[src/design/wts_pkg.sv]
// Shared constants, types and helpers for the weighted table sampler.
`timescale 1ns / 1ps
`default_nettype none

package wts_pkg;

  localparam int TABLE_ENTRIES = 16;
  localparam int WEIGHT_BITS   = 16;

  // Field widths of the channels.
  localparam int INDEX_W  = 4;
  localparam int SYM_W    = 8;
  localparam int WIN_W    = 16;
  localparam int FRAC_W   = 32;

  localparam int IDX_W  = (TABLE_ENTRIES > 1) ? $clog2(TABLE_ENTRIES) : 1;
  localparam int CNT_W  = $clog2(TABLE_ENTRIES + 1);
  localparam int CUM_W  = WEIGHT_BITS + $clog2(TABLE_ENTRIES);
  localparam int PROD_W = CUM_W + FRAC_W;

  localparam logic KIND_LOAD = 1'b0;
  localparam logic KIND_DRAW = 1'b1;

  localparam logic [SYM_W-1:0] START_SYMBOL_RESET = '0;

  typedef enum logic [2:0] {
    S_IDLE,
    S_TOTAL,
    S_MUL,
    S_CMP,
    S_EMIT
  } state_t;

  typedef struct packed {
    logic load;
    logic cmp;
    logic below_last;
    logic at_last;
  } cell_ctl_t;

  typedef struct packed {
    logic             taken;
    logic [SYM_W-1:0] symbol;
  } chain_t;

  // Keep the low WEIGHT_BITS of the incoming weight, widened to the sum width.
  function automatic logic [CUM_W-1:0] mask_weight(input logic [WIN_W-1:0] w);
    logic [CUM_W-1:0] r;
    r = '0;
    for (int b = 0; b < CUM_W; b++) begin
      if (b < WEIGHT_BITS && b < WIN_W) begin
        r[b] = w[b];
      end
    end
    return r;
  endfunction

endpackage

`default_nettype wire

[src/design/wts_cell.sv]
// One table cell: holds an entry, builds its running sum from its left neighbor,
// compares against the scaled draw and passes the first hit down the chain.
`timescale 1ns / 1ps
`default_nettype none

module wts_cell
  import wts_pkg::*;
(
  input  logic              clk,
  input  cell_ctl_t         ctl,
  input  logic [CUM_W-1:0]  weight,
  input  logic [SYM_W-1:0]  symbol_load,
  input  logic [CUM_W-1:0]  prev_cum,
  input  logic [PROD_W-1:0] product,
  input  chain_t            chain_in,
  output logic [CUM_W-1:0]  cum,
  output chain_t            chain_out
);

  logic [SYM_W-1:0] symbol;
  logic             hit;

  always_ff @(posedge clk) begin
    if (ctl.load) begin
      cum    <= prev_cum + weight;
      symbol <= symbol_load;
    end
    if (ctl.cmp) begin
      // cum * 2^32 >= fraction * total, exact
      hit <= (({cum, {FRAC_W{1'b0}}} >= product) && ctl.below_last) || ctl.at_last;
    end
  end

  always_comb begin
    chain_out.taken  = chain_in.taken | hit;
    chain_out.symbol = chain_in.taken ? chain_in.symbol : symbol;
  end

endmodule

`default_nettype wire

[config.mk]
export PLATFORM = sky130hd
export DESIGN_NAME = wts_cell
export DESIGN_NICKNAME = d
export VERILOG_FILES = /design/src/design/wts_pkg.sv /design/src/design/wts_cell.sv
export SDC_FILE = /design/constraint.sdc
export NUM_CORES = 1
export LEC_CHECK = 0
export BUFFER_PORTS_ARGS = -buffer_cell sky130_fd_sc_hd__buf_4
export CORE_MARGIN = 2
export CORE_UTILIZATION = 49
export CTS_CLUSTER_DIAMETER = 80
export DETAILED_ROUTE_END_ITERATION = 10
export PLACE_DENSITY = 0.87
export SLEW_MARGIN = 25
export SYNTH_ARGS = -nofsm -noshare
export SYNTH_HDL_FRONTEND = slang
export SYNTH_SLANG_ARGS = --single-unit
[constraint.sdc]
create_clock -name clk -period 4.35 [get_ports clk]
set_clock_uncertainty 0.2 [all_clocks]
set_input_delay 0.2175 -clock clk [delete_from_list [all_inputs] [get_ports clk]]
set_output_delay 0.2175 -clock clk [all_outputs]
set_load 0.01 [all_outputs]
==> out/summary.txt, run 1 <==
status: finished, final reports clean
drt pass-1 iters: 4
Critical Path AT: 2.17 ns
port bufs: 142
Core Footprint: 5140 um^2
initial antenna violation count: 0
Yosys reg bits: 29
Syn Nets: 418
PwrDens: 260 nW/um^2
TritonCTS Buffers: 5
grt ovf: 0
layout cells sized above 1: 0.385
CP top delay family: compound AO/OA/AOI/OAI gates
Final Hold Vio Count: 0
CP Class: in2reg
Max Cap Violations: 0
RR Startpoint: cum[1]
global-route wire length before repair: 12600 um
CTS Sinks: 29
Seq/Total Area, Yosys: 0.333
site row count: 26
Yosys warnings: 0
Worst Hold Depth: 2
per-cell routed wire length: 16.0 um
Post-Syn Area: 2620 um^2
ys async rst share: 0
area leader, netlist: edfxtp_1
met1 Track Usage GR: 0.257
fmax: 427 MHz
global placer's final weighted congestion: 0.835
critical path fanouts, max: 3
critical path depth in cells: 8
worst r2r path cells: 6
Comb power frac: 0.429
Layout Cells excl Fill: 488
Final ANT Viol Nets: 0
largest net degree at the start of global routing: 29
share of the synthesized area in the top cell type: 0.333
P_leak: 1.90 nW
detailed placement HPWL: 6040 um
Worst Tran Pin Value: 0.460 ns
most common cell in the synthesized netlist: ha_1
number of cells after detailed placement: 472
Synth-to-Final Area Change: 49.8%
post-synthesis compound-gate area fraction: 0.209
drt via density: 5.62
Final min period: 2.34 ns
Hold Crit Start: prev_cum[0]
Slew headroom: 0.692
crit path from: weight[0]
Chip Width: 77.1 um
CP peak stage delay: 0.41 ns
HP Class: in2reg
WP buf/inv: 1
critical path startpoint category: input port
Most Crowded Layer GR: met2
clk buf depth: 2
endpoints failing setup: 0
root buf cell: clkbuf_8
Synth top cells by count: ha_1 (39), edfxtp_1 (29), inv_1 (26)
WHS Endpoint: cum[0]
Post-CTS Resized: 0
Post-synth EDFFs: 29
fraction of the mapped netlist area in adder cells: 0.194
clk_lat worst skew: 0.28 ns
met2 Use GR: 0.535
Clk pwr share: 0.195
Die ar.: 5940 um^2
Antenna diodes: 0
worst r2r dst: hit
Worst Path Required: 4.18 ns
crit path capture type: register
Most used DFF post-synth: edfxtp_1
XOR/XNOR Fraction of Synth Area: 0.0502
Synth area leaders: edfxtp_1 (33%), ha_1 (19%), a21o_1 (4.3%)
P_int: 0.700 mW
final setup TNS: 0 ns
CP max stage cell: fa_1
final worst slack: 2.01 ns
utilization after layout: 0.762
DRC violations left: 0
Switch Pwr: 0.318 mW
maximum VDD drop: 122 uV
largest family of logic cells by synthesized area: compound AO/OA/AOI/OAI gates
GRT Total Usage: 0.265
fin. max-slew vios: 0
# H-tree levels: 2
Final Routed Wirelength: 7830 um
CTS tree: done
RSZ-0062 raised after global routing: false
Final period util: 0.538
Sequential Power Share: 0.376
met3 GRT Util: 0.0506
num ports: 143
CTS clk-pin slew, worst paths: 0.06 ns
vias: 2741
Synth Area per Inst: 9.91 um^2
post-synth cell types: 48
Die Ht: 77.1 um
Sw Share: 0.313
CP cell instances: buf_4, ha_1, fa_1, a21o_1, a22oi_2, o2111ai_2, a2111oi_2, and4b_1
simple logic cell fraction of the synthesized area: 0.134
Syn Inst Count: 264
initial core utilization: 0.509
pre-CTS setup slack: 1.74 ns
vias in the first global route: 2868
mux cell area share after synthesis: 0.0344
Layout Nets: 572
Starting DRT DRC Count: 74
FF-to-FF setup slack: 2.07 ns
-- layout make-up --
cell class | count | area [um^2]
sequential | 29 | 871
inverter | 26 | 97.6
timing repair buffer | 151 | 1160
clock buffer | 6 | 72.6
fill | 367 | 1220
tap | 70 | 87.6
multi-input combinational | 205 | 1630
clock inverter | 1 | 3.75
-- worst reg2reg max path, delay by kind of cell, from the launching register on --
| kind | cells | cell delay, ns |
|---|---|---|
| and+or+nand+nor | 3 | 0.94 |
| DFF | 1 | 0.39 |
| adders and majority gates | 1 | 0.31 |
| AOI/OAI and AO/OA | 2 | 0.28 |
-- what timing repair did --
item                                   4_1_cts  5_1_grt
endpoints found under the hold margin        9        0
setup buffers                                0        0
hold buffers                                 9        0
-- how the worst max path moves through the flow --
stage	end	slack [ns]
6_report	cum[18]	2.01
2_1_floorplan	cum[18]	1.96
5_1_grt	cum[18]	1.91
3_5_place_dp	cum[18]	1.74
3_3_place_gp	cum[18]	1.76
4_1_cts	cum[18]	2.02
-- power groups by stage --
stage,Sequential (mW),Clock [mW],Combinational [mW]
2_1_floorplan,0.396,0,0.215
3_3_place_gp,0.386,0,0.409
3_5_place_dp,0.388,0,0.423
4_1_cts,0.382,0.200,0.433
5_1_grt,0.386,0.212,0.479
6_report,0.383,0.198,0.438
-- flip-flops by register name (all words and copies together) (netlist names) --
| name | flops |
|---|---|
| hit | 1 |
| symbol | 8 |
| cum | 20 |
-- kinds of logic (layout without fill, tap and decap cells) --
| kind of cell | Yosys count | in the layout |
|---|---|---|
| buffers and inverters | 30 | 184 |
| DFF | 29 | 29 |
| and+or+nand+nor | 67 | 67 |
| adders and majority gates | 40 | 40 |
| AOI/OAI and AO/OA | 75 | 75 |
| xor gates and xnor gates | 15 | 15 |
| muxes | 8 | 8 |
-- metrics by stage --
stage	power [mW]	hold WS [ns]	instance area, um^2
floorplan	0.612	0.116	2620
global placement	0.795	0.196	3750
detailed placement	0.811	0.197	3750
CTS	1.02	0.0308	3920
global route	1.08	0.0358	3920
finish	1.02	0.0353	3920
-- routing by layer --
metal,up-vias,wire (um)
met1,1262,2730
met5,-,0
li1,1321,-
met4,0,248
met3,23,543
met2,135,4310
-- layout by cell type, fill, tap and decap left out, types with 4 or more instances in the layout --
cell and instances:
edfxtp_1 29, nor2_1 10, nand3_1 10, nor4_1 9, xor2_1 5, clkbuf_8 5, buf_4 142, dlygate4sd3_1 9
o21ai_0 10, nand2_1 16, nand4_1 4, xnor2_1 10, mux2_2 8, a21o_1 15, o211ai_1 6, a21oi_1 14
inv_1 26, o21a_1 4, ha_1 39
Power figures use the tool's default switching activity.
==> run 2, diff against run 1 <==
--- a/config.mk
+++ b/config.mk
@@ -5,12 +5,13 @@
 export SDC_FILE = /design/constraint.sdc
 export NUM_CORES = 1
 export LEC_CHECK = 0
+export ABC_AREA = 1
 export BUFFER_PORTS_ARGS = -buffer_cell sky130_fd_sc_hd__buf_4
 export CORE_MARGIN = 2
-export CORE_UTILIZATION = 49
+export CORE_UTILIZATION = 42
 export CTS_CLUSTER_DIAMETER = 80
 export DETAILED_ROUTE_END_ITERATION = 10
-export PLACE_DENSITY = 0.87
+export PLACE_DENSITY = 0.78
 export SLEW_MARGIN = 25
 export SYNTH_ARGS = -nofsm -noshare
 export SYNTH_HDL_FRONTEND = slang
==> constraint.sdc (replaced) <==
create_clock -name clk -period 2 [get_ports clk]
set_clock_uncertainty 0.2 [all_clocks]
set_input_delay 0.1 -clock clk [delete_from_list [all_inputs] [get_ports clk]]
set_output_delay 0.1 -clock clk [all_outputs]
set_load 0.01 [all_outputs]
==> run 2 against run 1 <==
  * Register-to-register slack worse by 1.9 ns
  * Synthesized cell count up 38%
  * Combinational power up 110%
  * Area after synthesis up 3.4%
  * Count of clock-buffer cells in the layout unchanged
  * Largest cell class unchanged
==> out/summary.txt, run 2 <==
final worst slack: 0.176 ns (was 2.01 ns)
Worst Tran Pin Value: 0.344 ns (was 0.460 ns)
global-route wire length before repair: 12400 um (was 12600 um)
Crit path top cell by count: nand2_1
initial antenna violation count: 0 (unchanged)
Yosys warnings: 0 (unchanged)
Core Footprint: 6280 um^2 (was 5140 um^2)
Synth-to-Final Area Change: 51.4% (was 49.8%)
Post-Syn Area: 2710 um^2 (was 2620 um^2)
Final ANT Viol Nets: 0 (unchanged)
TritonCTS Buffers: 5 (unchanged)
Layout Cells excl Fill: 602 (was 488)
status: finished, final reports clean (unchanged)
DRC violations left: 0 (unchanged)
CTS Sinks: 29 (unchanged)
Post-synth EDFFs: 29 (unchanged)
Die Ht: 84.3 um (was 77.1 um)
Starting DRT DRC Count: 102 (was 74)
Worst Hold Depth: 4 (was 2)
per-cell routed wire length: 12.2 um (was 16.0 um)
initial core utilization: 0.431 (was 0.509)
most frequent cells in the layout: buf_4 (144), nand2_1 (108), inv_1 (49), nor2_1 (40), ha_1 (38) (was buf_4 (142), ha_1 (39), edfxtp_1 (29), inv_1 (26), nand2_1 (16))
Die ar.: 7100 um^2 (was 5940 um^2)
Seq/Total Area, Yosys: 0.322 (was 0.333)
drt via density: 4.96 (was 5.62)
CTS tree: done (unchanged)
DP Area: 3870 um^2 (was 3750 um^2)
Yosys reg bits: 29 (unchanged)
ys async rst share: 0 (unchanged)
global placer's final weighted congestion: 0.802 (was 0.835)
Worst Path Required: 1.94 ns (was 4.18 ns)
Max Cap Violations: 0 (unchanged)
Slew headroom: 0.771 (was 0.692)
HP Class: in2reg (unchanged)
worst r2r path cells: 9 (was 6)
PwrDens: 532 nW/um^2 (was 260 nW/um^2)
Layout Nets: 679 (was 572)
# H-tree levels: 2 (unchanged)
area leader, netlist: edfxtp_1 (unchanged)
CP peak stage delay: 0.45 ns (was 0.41 ns)
GRT Total Usage: 0.212 (was 0.265)
num ports: 143 (unchanged)
post-route cell area: 4100 um^2 (was 3920 um^2)
detailed placement HPWL: 6210 um (was 6040 um)
critical path fanouts, max: 2 (was 3)
P_leak: 2.22 nW (was 1.90 nW)
vias in the first global route: 2992 (was 2868)
share of the synthesized area in the top cell type: 0.322 (was 0.333)
Synth area leaders: edfxtp_1 (32%), ha_1 (18%), nand2_1 (15%) (was edfxtp_1 (33%), ha_1 (19%), a21o_1 (4.3%))
fmax: 548 MHz
maximum VDD drop: 366 uV (was 122 uV)
Final Hold Vio Count: 0 (unchanged)
Antenna diodes: 0 (unchanged)
root buf cell: clkbuf_8 (unchanged)
clk buf depth: 2 (unchanged)
utilization after layout: 0.653 (was 0.762)
Critical Path AT: 1.77 ns (was 2.17 ns)
critical path startpoint category: register (was input port)
grt ovf: 0 (unchanged)
crit path capture type: register (unchanged)
number of cells after detailed placement: 582 (was 472)
Syn Inst Count: 363 (was 264)
register bank with the most flops: cum (unchanged)
CTS clk-pin slew, worst paths: 0.06 ns (about the same)
most common cell in the synthesized netlist: nand2_1 (was ha_1)
CP cell instances: ha_4, nand2_1, nor2_2, nand2_1, nor2_2, nand2_1, nor2_1, o21bai_1, nand2_1 (was buf_4, ha_1, fa_1, a21o_1, a22oi_2, o2111ai_2, a2111oi_2, and4b_1)
fin. max-slew vios: 0 (unchanged)
Chip Width: 84.3 um (was 77.1 um)
endpoints failing setup: 0 (unchanged)
Most used DFF post-synth: edfxtp_1 (unchanged)
post-synth cell types: 27 (was 48)
Synth top cells by count: nand2_1 (108), inv_1 (49), nor2_1 (42) (was ha_1 (39), edfxtp_1 (29), inv_1 (26))
vias: 2987 (was 2741)
site row count: 29 (was 26)
commonest non-fill, non-tap cell in the layout: buf_4 (unchanged)
clk_lat worst skew: 0.27 ns (was 0.28 ns)
pre-CTS setup slack: 0.0485 ns (was 1.74 ns)
final setup TNS: 0 ns (unchanged)
layout cells sized above 1: 0.309 (was 0.385)
Syn Nets: 517 (was 418)
largest net degree at the start of global routing: 29 (unchanged)
Synth Area per Inst: 7.45 um^2 (was 9.91 um^2)
CP max stage cell: edfxtp_1 (was fa_1)
Hold Slack: 0.0268 ns (was 0.0353 ns)
Largest register FFs: 20 (unchanged)
Final min period: 1.82 ns
drt pass-1 iters: 4 (unchanged)
RSZ-0062 raised after global routing: false (unchanged)
Final Routed Wirelength: 7350 um (was 7830 um)
overall power: 2.18 mW (was 1.02 mW)
CP Class: reg2reg (was in2reg)
Final period util: 0.912
biggest regs: cum (20), symbol (8), hit (1) (unchanged)
port bufs: 142 (unchanged)
run 2: changes by cell type in the layout (fill, tap and decap cells not counted), moves of 7 or more:
cell and delta:
nor4_1 -8, nand3_1 +8, inv_1 +23, xnor2_1 -8
a21oi_1 +12, nand2_1 +92, mux2_2 -8, nor2_1 +30
xor2_1 +7, a21o_1 -9
run 2: layout make-up:
class / instances / area, um^2
clock buffer: 6 / 72.6
clock inverter: 1 / 3.75
fill: 540 / 2180
inverter: 50 / 188
multi-input combinational: 283 / 1660
sequential: 29 / 871
tap: 77 / 96.3
timing repair buffer: 156 / 1200
run 2: metal layers:
metal / part of all wire / track usage
met5: 0 / 0
met4: 0.019 / 0.0836
met3: 0.079 / 0.0295
met2: 0.51 / 0.403
met1: 0.39 / 0.235
run 2: worst paths after layout:
path                              start  end  slack, ns
worst min-delay path             ctl[1]  hit       0.03
worst max register to register  cum[19]  hit       0.18
worst max-delay path            cum[19]  hit       0.18
worst min register to register  cum[15]  hit       0.75
run 2: what timing repair did:
action                                  4_1_cts  5_1_grt
hold endpoints to repair                     12        0
hold buffers                                 12        0
resized for setup                             0        4
setup buffers                                 0        1
endpoints found under the setup margin        0        1
run 2: power breakdown:
| group | internal [mW] | switching [mW] |
|---|---|---|
| clock | 0.233 | 0.187 |
| combinational | 0.473 | 0.462 |
| sequential | 0.778 | 0.0445 |
run 2: cell families after synthesis:
family / after synthesis / synth area share
flip-flops: 29 / 0.322
AO/OA/AOI/OAI: 48 / 0.0999
XOR/XNOR: 14 / 0.0453
AND/OR/NAND/NOR: 181 / 0.274
buffers and inverters: 51 / 0.0708
adder cells (fa/ha/maj): 40 / 0.188
run 2: critical path: cells and delay by family, from the launching register on:
family	cells	cell delay, ns
flip-flops	1	0.45
AO/OA/AOI/OAI	1	0.08
adder cells (fa/ha/maj)	1	0.30
AND/OR/NAND/NOR	7	0.67
==> run 3, diff against run 2 <==
==> constraint.sdc (replaced) <==
create_clock -name clk -period 2 [get_ports clk]
set_clock_uncertainty 0.2 [all_clocks]
set_input_delay 0.4 -clock clk [delete_from_list [all_inputs] [get_ports clk]]
set_output_delay 0.4 -clock clk [all_outputs]
set_load 0.01 [all_outputs]
==> run 3 against run 2 <==
  * Worst hold slack gained 0.072 ns
  * Fmax is 3.6% lower
  * Sequential cell count stayed put
  * Count of clock-buffer cells in the layout is the same
  * Critical endpoint is now cum[12]
  * Global-route usage shrank 0.19 points
  * Die area stayed put
  * Critical path depth is 1 higher
  * Highest routed layer unchanged
  * Combinational power increased by 8%
==> out/summary.txt, run 3 (synthesis gave the netlist of run 2 again) <==
PwrDens: 536 nW/um^2 (was 532 nW/um^2)
Critical Path AT: 1.72 ns (was 1.77 ns)
most frequent cells in the layout: buf_4 (177), nand2_1 (107), inv_1 (49), nor2_1 (40), ha_1 (38) (was buf_4 (144), nand2_1 (108), inv_1 (49), nor2_1 (40), ha_1 (38))
Antenna diodes: 0 (unchanged)
global-route wire length before repair: 12200 um (was 12400 um)
biggest regs: cum (20), symbol (8), hit (1) (unchanged)
num ports: 143 (unchanged)
Layout Nets: 700 (was 679)
port bufs: 142 (unchanged)
register bank with the most flops: cum (unchanged)
critical path fanouts, max: 3 (was 2)
CTS tree: done (unchanged)
Starting DRT DRC Count: 70 (was 102)
CTS Sinks: 29 (unchanged)
Worst Tran Pin Value: 0.353 ns (was 0.344 ns)
Largest register FFs: 20 (unchanged)
Switch Pwr: 0.729 mW (was 0.694 mW)
Clk pwr share: 0.193 (about the same)
global placer's final weighted congestion: 0.948 (was 0.802)
layout cells sized above 1: 0.364 (was 0.309)
largest net degree at the start of global routing: 29 (unchanged)
maximum VDD drop: 368 uV (was 366 uV)
Sw Share: 0.321 (was 0.319)
# H-tree levels: 2 (unchanged)
fmax: 528 MHz (was 548 MHz)
drt pass-1 iters: 4 (unchanged)
CP Class: in2reg (was reg2reg)
Chip Width: 84.3 um (unchanged)
met2 Use GR: 0.390 (was 0.403)
Sequential Power Share: 0.364 (was 0.378)
status: finished, final reports clean (unchanged)
clk_lat worst skew: 0.28 ns (was 0.27 ns)
Final Hold Vio Count: 0 (unchanged)
drt via density: 4.90 (was 4.96)
P_leak: 2.33 nW (was 2.22 nW)
CTS clk-pin slew, worst paths: 0.06 ns (about the same)
critical path startpoint category: input port (was register)
grt ovf: 0 (unchanged)
fin. max-slew vios: 0 (unchanged)
per-cell routed wire length: 12.1 um (was 12.2 um)
Final period util: 0.946 (was 0.912)
Final ANT Viol Nets: 0 (unchanged)
initial antenna violation count: 0 (unchanged)
commonest non-fill, non-tap cell in the layout: buf_4 (unchanged)
Comb power frac: 0.443 (was 0.429)
Synth-to-Final Area Change: 56.6% (was 51.4%)
clk buf depth: 2 (unchanged)
Die Ht: 84.3 um (unchanged)
Die ar.: 7100 um^2 (unchanged)
crit path capture type: register (unchanged)
met3 GRT Util: 0.0403 (was 0.0295)
P_int: 1.54 mW (was 1.48 mW)
detailed placement HPWL: 6520 um (was 6210 um)
DRC violations left: 0 (unchanged)
endpoints failing setup: 0 (unchanged)
met1 Track Usage GR: 0.223 (was 0.235)
root buf cell: clkbuf_8 (unchanged)
HP Class: in2reg (unchanged)
Core Footprint: 6280 um^2 (unchanged)
Most Crowded Layer GR: met2 (unchanged)
Final Routed Wirelength: 7550 um (was 7350 um)
Max Cap Violations: 0 (unchanged)
vias in the first global route: 2961 (was 2992)
final setup TNS: 0 ns (unchanged)
Slew headroom: 0.765 (was 0.771)
vias: 3054 (was 2987)
site row count: 29 (unchanged)
utilization after layout: 0.675 (was 0.653)
initial core utilization: 0.431 (unchanged)
GRT Total Usage: 0.210 (was 0.212)
Final min period: 1.89 ns (was 1.82 ns)
# hold bufs at CTS: 0 (was 12)
Worst Path Required: 1.83 ns (was 1.94 ns)
TritonCTS Buffers: 5 (unchanged)
-- run 3: repair_timing --
action / 4_1_cts / 5_1_grt
buffers inserted: 0 / 1
endpoints found under the setup margin: 0 / 3
resized for setup: 0 / 8
-- run 3: layer usage --
layer  part of all wire  routed length (um)
met1               0.38                2900
met2               0.52                3910
met3              0.068                 515
met4              0.028                 214
met5                  0                   0
-- run 3: worst paths after layout --
path,start,endpoint,slack [ns],depth (start not counted)
setup / recovery,weight[0],cum[12],0.11,10
hold / removal,symbol_load[7],symbol[7],0.1,1
setup reg to reg,cum[19],hit,0.15,9
hold reg to reg,cum[3],hit,0.76,7
-- run 3: area by class of cell --
| cell class | instances | area, um^2 |
|---|---|---|
| clock inverter | 1 | 3.75 |
| timing repair buffer | 177 | 1330 |
| tap | 77 | 96.3 |
| multi-input combinational | 283 | 1680 |
| sequential | 29 | 871 |
| inverter | 50 | 188 |
| clock buffer | 6 | 72.6 |
| fill | 533 | 2040 |
-- run 3: stage by stage --
stage          hold slack [ns]  setup slack, ns  instances  power [mW]  area, um^2
2_1_floorplan            0.299           0.0184        363        1.30        2710
3_3_place_gp             0.379           -0.103        615        1.79        4120
3_5_place_dp             0.379           -0.177        615        1.82        4120
4_1_cts                 0.0904           0.0493        622        2.26        4200
5_1_grt                 0.0931         -0.00283        623        2.43        4240
6_report                0.0989            0.108        623        2.27        4240
-- run 3: power by group through the flow --
stage	logic, mW	registers, mW	clock network (mW)
finish	1.01	0.827	0.438
floorplan	0.444	0.856	0
detailed placement	0.982	0.841	0
global route	1.12	0.837	0.468
CTS	0.987	0.828	0.447
global placement	0.953	0.838	0
-- run 3: worst max-delay path, cell delays in order --
cell,delay [ns]
buf_4,0.11
ha_1,0.22
fa_2,0.36
nand3_1,0.08
nand2_1,0.08
nand3_1,0.12
nand2_2,0.09
nand2_1,0.07
nand2_1,0.06
xor2_1,0.14
